--- src/sv/bsp_pkg.sv ---
// bsp_pkg: shared types and constants for the sorted table with probing search.
// No dependencies; used by bsp_probe and binary_search_with_probe_trace.
`timescale 1ns / 1ps

package bsp_pkg;

  // Default number of table entries
  localparam int unsigned TABLE_DEPTH_DEF = 1024;

  // Field widths fixed by the interface
  localparam int unsigned REQ_W   = 2;
  localparam int unsigned VALUE_W = 32;
  localparam int unsigned INDEX_W = 11;

  // Request codes
  localparam logic [REQ_W-1:0] REQ_APPEND = 2'd0;
  localparam logic [REQ_W-1:0] REQ_SEARCH = 2'd1;
  localparam logic [REQ_W-1:0] REQ_CLEAR  = 2'd2;

  // Index reported when the key is absent
  localparam logic signed [INDEX_W-1:0] NOT_FOUND = -11'sd1;

  // Outcome of one probe compare
  typedef struct packed {
    logic hit;   // probed entry equals the key
    logic done;  // search ends at this probe
  } probe_stat_t;

endpackage

--- src/sv/bsp_probe.sv ---
// bsp_probe: one step of the binary search - compares the probed entry with the
// key, narrows the bounds and forms the next midpoint. Depends on bsp_pkg.
`timescale 1ns / 1ps

module bsp_probe #(
  parameter int unsigned CNT_W = 11
) (
  input  logic [CNT_W-1:0]                  lo_i,    // low bound, inclusive
  input  logic [CNT_W-1:0]                  hi1_i,   // high bound plus one
  input  logic [CNT_W-1:0]                  mid_i,   // index just probed
  input  logic signed [bsp_pkg::VALUE_W-1:0] probe_i, // entry read at mid_i
  input  logic signed [bsp_pkg::VALUE_W-1:0] key_i,
  output logic [CNT_W-1:0]                  lo_o,
  output logic [CNT_W-1:0]                  hi1_o,
  output logic [CNT_W-1:0]                  mid_o,
  output bsp_pkg::probe_stat_t              stat_o
);

  logic hit;
  logic greater;

  assign hit     = (probe_i == key_i);
  assign greater = (probe_i > key_i);

  // Narrow the window around the probe
  always_comb begin
    lo_o  = lo_i;
    hi1_o = hi1_i;
    if (greater) begin
      hi1_o = mid_i;
    end else if (!hit) begin
      lo_o = mid_i + CNT_W'(1);
    end
  end

  // Next midpoint; only meaningful while the window is not empty
  assign mid_o = lo_o + ((hi1_o - lo_o - CNT_W'(1)) >> 1);

  assign stat_o.hit  = hit;
  assign stat_o.done = hit || (lo_o >= hi1_o);

endmodule
--- config.mk ---
export PLATFORM = sky130hd
export DESIGN_NAME = bsp_probe
export DESIGN_NICKNAME = d
export VERILOG_FILES = /design/src/sv/bsp_pkg.sv /design/src/sv/bsp_probe.sv
export SDC_FILE = /design/constraint.sdc
export NUM_CORES = 1
export LEC_CHECK = 0
export ABC_AREA = 1
export BUFFER_PORTS_ARGS = -buffer_cell sky130_fd_sc_hd__buf_2
export CORE_MARGIN = 1.5
export CORE_UTILIZATION = 40
export DETAILED_ROUTE_END_ITERATION = 10
export PLACE_DENSITY = 0.75
export SLEW_MARGIN = 15
export SYNTH_ARGS = -nofsm -noshare
export SYNTH_HDL_FRONTEND = slang
export SYNTH_SLANG_ARGS = --single-unit
--- constraint.sdc ---
create_clock -name vclk -period 5.8
set_input_delay 1.16 -clock vclk [all_inputs]
set_output_delay 1.16 -clock vclk [all_outputs]
set_load 0.01 [all_outputs]
-- Word level (Yosys, flattened, before mapping)
Cells that the tools add are included.
- reduce and logical (&&, ||, !) cells: 1
- muxes and demuxes: 3
- order comparisons: 2
- eq/ne operators: 1
- add/subtract/negate cells: 4
- operator list (cell ; count):
    $mux 11 ; 3
    $eq 32x32->1 ; 1
    $gt 32x32->1 ; 1
    $add 11x1->11 const B ; 1
    $add 11x10->11 ; 1
    $ge 11x11->1 ; 1
    $sub 11x1->11 const B ; 1
    $sub 11x11->11 ; 1
    $logic_or 1x1->1 ; 1
- logic and storage cells: 11
- flip-flop bits (word level): 0

-- Longest topological paths before layout
Gate-level depths: netlist (run 1).
- depth in word-level cells: 6
- depth in mapped cells: 38
- depth with buffers taken out: 37

-- Worst setup path after synthesis (run 1)
OpenSTA, ideal clock, no wires.
- path type: input to output
- start: in key_i[31] in the netlist's numbering
- end: out mid_o[10]
- buffers on the path: 1
- cell stages on the path: 29
- required time: 4.640 ns
- path slack: -0.264 ns
- arrival: 4.904 ns
- cell sequence: inv_1 ha_1 nand2_1 nor2_2 nand2_2 nor3b_2 nand2_1 nand3_2 nand3_4 buf_6 clkinv_1 nand2_1 nand2_1 ha_1 ha_1 inv_1 nand2_1 nand3_1 nand2_1 inv_1 o21ai_1 a31oi_1 xnor2_1 ha_1 a21oi_1 o21bai_1 a21oi_1 nand3_1 nand2_1
- elaborated cells between the ends (all ways): 8
- classes of those cells: add/sub (3); order compare (1); eq/ne (1); mux (3)
- RTL lines (item ; line ; source):
    from (decl) ; bsp_probe.sv:12 ; input logic signed [bsp_pkg::VALUE_W-1:0] key_i,
    $gt 32x32->1 ; bsp_probe.sv:23 ; assign greater = (probe_i > key_i);
    $mux 11 ; bsp_probe.sv:29 ; if (greater) begin
    via hi1_o[0] ; bsp_probe.sv:14 ; output logic [CNT_W-1:0] hi1_o,
    $sub 11x11->11 ; bsp_probe.sv:37 ; assign mid_o = lo_o + ((hi1_o - lo_o - CNT_W'(1)) >> 1);
    $sub 11x1->11 ; bsp_probe.sv:37 ;
    $add 11x10->11 ; bsp_probe.sv:37 ;
    to (decl) ; bsp_probe.sv:15 ; output logic [CNT_W-1:0] mid_o,
The timed path passes the listed nets, and every way through them passes these cells.

-- Final worst setup path (run 1)
- start: in key_i[18] in the netlist's numbering
- end: out mid_o[10]
- cells in the longest elaborated chain, start to end: 6
- elaborated cells between the ends (all ways): 8
- classes of those cells: add/sub (3); order compare (1); eq/ne (1); mux (3)
- ends and longest elaborated chain (item ; line):
    branches (longest 5 deep; another with $gt 32x32->1) ; n/a
    $add 11x10->11 * ; bsp_probe.sv:37
Mark *: on every way between the ends.

==> metrics.yaml, run 1 <==
sta:
  clock.fmax_mhz: 160
  tightestPinTransition_ns: 0.460
  fin_ws_ns: -0.458
  fin_crit_ns: 6.26
  post-route-period-util: 1.08
  drv_slew: 0
  slew_headroom: 0.691
  hold_slack_ns: 2.71
  setup_viol: 8
  timing.setup.tns_ns: -2.17
  rsz0062_at_grt: "yes"
  finalHoldViolCount: 0
yosys:
  synth_top_area_frac: 0.257
  synth_common_cells: "nand2_1, inv_1, ha_1"
  synth_top_family_by_area: "simple AND/OR/NAND/NOR gates"
  synth_area_per_cell_um2: 5.81
  synth_fa_ha_area_frac: 0.265
  synth_most_common_cell: "nand2_1"
  ys_seq_area_frac: 0
  muxShareOfSynthArea: 0
  yosys.area.top_type: "ha_1"
  syn_nets: 632
  synth_compound_area_frac: 0.131
  synth-simple-area-share: 0.386
  yosysUniqueCellTypes: 39
  yosys.area_share.xor_xnor: 0.0632
  syn_inst: 477
  synthTopCellsByArea: "ha_1, nand2_1, inv_1, nand3_1, xor2_1"
  synth_area_um2: 2770
  ys_warn_count: 0
floorplan:
  core_um2: 6760
  die_w_um: 86.2
  design.die.area_um2: 7430
  core.rowCount: 30
  initial_core_util: 0.410
  io_pins: 132
  die_h_um: 86.2
power_and_ir_drop:
  power.density_nw_per_um2: 307
  irDropWorstVdd_uv: 155
  leakagePower_uw: 0.00291
  total_power_uw: 1610
finish:
  antenna_cells: 0
  final_util: 0.777
  drive_gt1_frac: 0.583
  nets: 865
  area.sequential_um2: 0
  final_cell_area_um2: 5250
  syn_to_final_growth_pct: 89.5
  n_clock_buffer: 0
  seq_cells: 0
critical_path:
  start_kind: "primary input"
  max_stage_delay_ns: 0.37
  endpoint_kind: "output pin"
  critPathKind: "primary input to output pin"
  critPathRequiredTime_ns: 4.64
  worst_path_max_delay_cell: "ha_1"
  worstPathArrival_ns: 5.10
  cp_max_fo: 6
drt:
  drc: 0
  drt-initial-drc-count: 248
  routedWlPerCell_um: 15.6
  wl_um: 12300
  dr.pass1.iters: 5
  num_vias: 4151
  viasPerCell: 5.27
  postRouteAntennaNets: 0
grt:
  grt_pass1_wl_um: 16600
  first_global_vias: 3908
  gr-total-overflow: 0
  antenna_found_initial: 0
  grt_use_met2: 0.517
  grt_usage: 0.269
  grt_use_met3: 0.0267
  grt_busiest_layer: "met2"
  grt_use_met1: 0.304
  grt_max_degree: 11
clocking:
  cts_hold_buf: 0
job:
  cap_violations: 0
placement:
  dp_hpwl_um: 7480
  io_buffers: 132
  placed_area_um2: 4140
  gp_congestion: 0.899
hold_path:
  min_path_type: "primary input to output pin"
outcome:
  failed_checks: "setup timing"
  status: "complete, but fails checks"
[report_power, final]
part / total (µW) / switching, µW / leakage, µW / internal [µW]
clock: 0 / 0 / 0 / 0
sequential: 0 / 0 / 0 / 0
combinational: 1610 / 839 / 0.00291 / 775
total: 1610 / 839 / 0.00291 / 775
[critical path: cells and delay by family]
kind	cells	cell delay, ns
AND/OR/NAND/NOR	15	1.59
AO/OA/AOI/OAI	3	0.48
adder cells (fa/ha/maj)	4	0.93
buffers and inverters	8	0.79
XOR/XNOR	1	0.14
[placed cells by master (no fill, tap or decap), types with 12 or more instances in the layout]
master   netlist  routed
nor2_1        20      13
ha_4           0      33
xor2_1        15      13
buf_6          2      26
nand2_1      137      96
buf_4          1      89
buf_2          1     117
inv_1         98      75
nand3_1       31      26
ha_1          57      24
nand2_2       12      44
inv_2          6      25
nand2_4        3      12
[per-stage QoR]
stage	std cells	setup WS (ns)
after CTS	776	-0.260
after detailed placement	760	-0.374
after floorplan	477	0.00582
after global placement	760	-0.227
after global routing	788	-0.596
final	788	-0.458
[cell type report]
cell class	instances	area [µm²]
timing repair inverter	2	12.5
tap	80	100
inverter	105	409
multi-input combinational	368	3160
timing repair buffer	233	1570
fill	418	1510
[repair_timing]
action                     in CTS  in global routing
setup buffers                  16                 13
gates resized for setup        89                101
cloned                          2                  0
pin swaps                      50                 69
setup endpoints to repair       7                  9
[layer usage]
metal  routed length, µm  up-vias
met2                6490      208
met1                4580     1901
li1                    -     1981
met5                   0        -
met3                 681       61
met4                 581        0
[kinds of logic (layout without fill, tap and decap cells)]
logic type,Yosys count,after routing
and+or+nand+nor,230,230
buffers and inverters,109,340
adders and majority gates,58,58
xor gates and xnor gates,20,20
AOI/OAI and AO/OA,60,60
[worst paths after layout]
check,slack [ns],endpoint,depth (start not counted),start
min,2.71,hi1_o[9],4,hi1_i[9]
max,-0.46,mid_o[10],31,key_i[18]
Power figures use the tool's default switching activity.
==> run 2: changes to the inputs <==
--- a/config.mk
+++ b/config.mk
@@ -8,4 +8,5 @@
 export ABC_AREA = 1
+export ABC_CLOCK_PERIOD_IN_PS = 5800
 export BUFFER_PORTS_ARGS = -buffer_cell sky130_fd_sc_hd__buf_2
-export CORE_MARGIN = 1.5
+export CORE_MARGIN = 3
 export CORE_UTILIZATION = 40
==> constraint.sdc (replaced) <==
create_clock -name vclk -period 5.8
set_input_delay 1.74 -clock vclk [all_inputs]
set_output_delay 1.74 -clock vclk [all_outputs]
set_load 0.01 [all_outputs]
==> run 2 against run 1 <==
Compared with the run above:
- the run now fails in global routing (5_1_grt)
- synthesized cell count is the same
- area after synthesis did not move
==> metrics.yaml, run 2 <==
grt:
  grt_usage: 0.851
  grt_max_degree: 12
  gr-total-overflow: 416
placement:
  dp_hpwl_um: 8650
  io_buffers: 132
  gp_congestion: 0.865
  placedCellCount: 791
yosys:
  synth_area_um2: 2770
  synth-simple-area-share: 0.386
  synth_most_common_cell: "nand2_1"
  yosys.area_share.xor_xnor: 0.0632
  yosysUniqueCellTypes: 39
  synth_fa_ha_area_frac: 0.265
  synth_compound_area_frac: 0.131
  yosys.area.top_type: "ha_1"
  ys_warn_count: 0
  synth_top_family_by_area: "simple AND/OR/NAND/NOR gates"
  ys_seq_area_frac: 0
  syn_inst: 477
  muxShareOfSynthArea: 0
  synth_top_area_frac: 0.257
  synth_common_cells: "nand2_1, inv_1, ha_1"
  synth_area_per_cell_um2: 5.81
  syn_nets: 632
  synthTopCellsByArea: "ha_1, nand2_1, inv_1, nand3_1, xor2_1"
outcome:
  stop_stage: "global routing (5_1_grt)"
  status: "stopped before the end"
  error: "[ERROR GRT-0232] Routing congestion too high. Check the congestion heatmap in the GUI."
sta:
  worst-ep-kind: "top-level output"
  grt-worst-endpoint: "mid_o[10]"
floorplan:
  io_pins: 132
  die_h_um: 89.2
  initial_core_util: 0.424
  die_w_um: 89.2
  core.rowCount: 29
clocking:
  cts_hold_buf: 0
==> run 2: cell counts after synthesis <==
No cell type changed its count.
==> run 2: logic make-up after synthesis <==
group / Yosys count
and+or+nand+nor: 230
buffers and inverters: 109
AOI/OAI and AO/OA: 60
adders and majority gates: 58
xor gates and xnor gates: 20
==> run 2: repair_timing <==
item / 4_1_cts
resized for setup: 135
gates cloned: 2
setup buffers: 39
endpoints found under the setup margin: 14
pin swaps: 87
==> run 2: metrics by stage <==
| stage | setup WS [ns] | area (µm²) | utilization | hold slack (ns) | setup TNS [ns] |
|---|---|---|---|---|---|
| 3_5_place_dp | -1.59 | 4600 | 0.704 | 3.91 | -13.47 |
| 4_1_cts | -1.34 | 5610 | 0.859 | 3.86 | -13.66 |
| 2_1_floorplan | -1.11 | 3030 | - | 3.60 | -7.92 |
| 3_3_place_gp | -1.45 | 4600 | 0.704 | 3.91 | -12.21 |
==> run 2: metal layers <==
layer  GRT overflow  track usage
met1              3        0.788
met2            305         1.15
met3              0        0.558
met4            108         1.01
met5              0       0.0260
==> run 3: changes to the inputs <==
- ABC_CLOCK_PERIOD_IN_PS: 5800 -> 7500
- CORE_UTILIZATION: 40 -> 25
- PLACE_DENSITY: 0.75 -> unset
- PLACE_DENSITY_LB_ADDON: unset -> 0.15
- clock period: 5.8 -> 7.5 ns (I/O delays scaled with it)
==> run 3 against run 2 <==
Compared with the run above:
- the flow now finishes, with violations (setup timing)
==> metrics.yaml, run 3 (same netlist as run 1, synthesis figures left out) <==
grt:
  first_global_vias: 3899
  grt_usage: 0.162
  antenna_found_initial: 0
  grt_pass1_wl_um: 17500
  grt_max_degree: 16
  gr-total-overflow: 0
power_and_ir_drop:
  leakagePower_uw: 0.00311
  clock_power_share: 0
  switchingPower_uw: 636
  power_frac_comb: 1.000
  power.density_nw_per_um2: 228
  irDropWorstVdd_uv: 235
  p_int_uw: 665
  p_sw_frac: 0.489
  pwr-share-seq: 0
floorplan:
  core_um2: 10600
  initial_core_util: 0.262
  die_h_um: 111
  core.rowCount: 37
  design.die.area_um2: 12400
  die_w_um: 111
  io_pins: 132
outcome:
  status: "complete, but fails checks"
  failed_checks: "setup timing"
sta:
  fin_crit_ns: 8.16
  fin_ws_ns: -0.661
  rsz0062_at_grt: "yes"
  tightestPinTransition_ns: 0.435
  drv_slew: 0
  setup_viol: 11
  slew_headroom: 0.707
  finalHoldViolCount: 0
  clock.fmax_mhz: 123
  post-route-period-util: 1.09
critical_path:
  endpoint_kind: "output pin"
  worstPathArrival_ns: 5.91
  cp_max_fo: 7
  critPathKind: "primary input to output pin"
  max_stage_delay_ns: 0.30
  critPathRequiredTime_ns: 5.25
  worst_path_max_delay_cell: "ha_1"
  start_kind: "primary input"
  cpMostUsedCell: "nand2_4"
placement:
  gp_congestion: 0.853
  dp_hpwl_um: 8820
  placedCellCount: 848
  io_buffers: 132
drt:
  drc: 0
  drt-initial-drc-count: 154
  routedWlPerCell_um: 12.2
  dr.pass1.iters: 4
  viasPerCell: 4.39
  num_vias: 3837
  wl_um: 10600
  postRouteAntennaNets: 0
finish:
  drive_gt1_frac: 0.624
  seq_cells: 0
  fill_cells: 1018
  area.sequential_um2: 0
  final_util: 0.541
  layout_commonest_cell: "buf_2"
  nets: 896
  antenna_cells: 0
  syn_to_final_growth_pct: 106
  n_clock_buffer: 0
  mostFrequentLayoutCells: "buf_2, buf_4, nand2_1"
  layoutNonFillerInstCount: 875
hold_path:
  min_path_type: "primary input to output pin"
job:
  cap_violations: 0
==> run 3: final timing paths <==
| path | end | startpoint | depth (start not counted) |
|---|---|---|---|
| setup / recovery | mid_o[10] | key_i[31] | 30 |
| hold / removal | hi1_o[8] | hi1_i[8] | 4 |
==> run 3: final cells by class <==
| type | count | area [µm²] | area share |
|---|---|---|---|
| tap | 136 | 170 | 0.0298 |
| inverter | 105 | 434 | 0.0760 |
| timing repair buffer | 266 | 1830 | 0.320 |
| multi-input combinational | 368 | 3280 | 0.574 |
==> run 3: power by group through the flow <==
| stage | Clock, µW | Sequential (µW) | Combinational, µW |
|---|---|---|---|
| floorplan | 0 | 0 | 590 |
| global placement | 0 | 0 | 1020 |
| detailed placement | 0 | 0 | 1030 |
| CTS | 0 | 0 | 1230 |
| global route | 0 | 0 | 1430 |
| finish | 0 | 0 | 1300 |
==> run 3: what timing repair did <==
item / in CTS / in global routing
buffers inserted: 23 / 5
pin swaps: 83 / 44
gates resized for setup: 134 / 48
cloned: 1 / 0
hold buffers: 0 / 0
endpoints found under the setup margin: 11 / 11
==> run 3: stage by stage <==
stage          cell area, µm²  hold WS (ns)  setup slack [ns]  total power [µW]  TNS, ns
4_1_cts                  5470          4.88            -0.556              1230    -4.00
3_5_place_dp             4610          4.92            -0.904              1030    -6.09
5_1_grt                  5710          4.90            -0.921              1430    -6.98
6_report                 5710          4.87            -0.661              1300    -4.51
3_3_place_gp             4610          4.92            -0.887              1020    -5.90
2_1_floorplan            3000          4.62            -0.431               590    -1.44
==> run 3: worst max-delay path, delay by kind of cell <==
| family | cells | cell delay, ns |
|---|---|---|
| AND/OR/NAND/NOR | 14 | 1.24 |
| XOR/XNOR | 1 | 0.17 |
| AO/OA/AOI/OAI | 5 | 0.69 |
| buffers and inverters | 7 | 0.73 |
| adder cells (fa/ha/maj) | 3 | 0.82 |
==> run 3: per-layer routing <==
layer / up-vias / GRT usage / share of wire
met5: - / 0 / 0
met4: 0 / 0.00487 / 0.00075
met3: 2 / 0.0169 / 0.050
met2: 78 / 0.309 / 0.52
met1: 1717 / 0.204 / 0.43
li1: 2040 / - / -
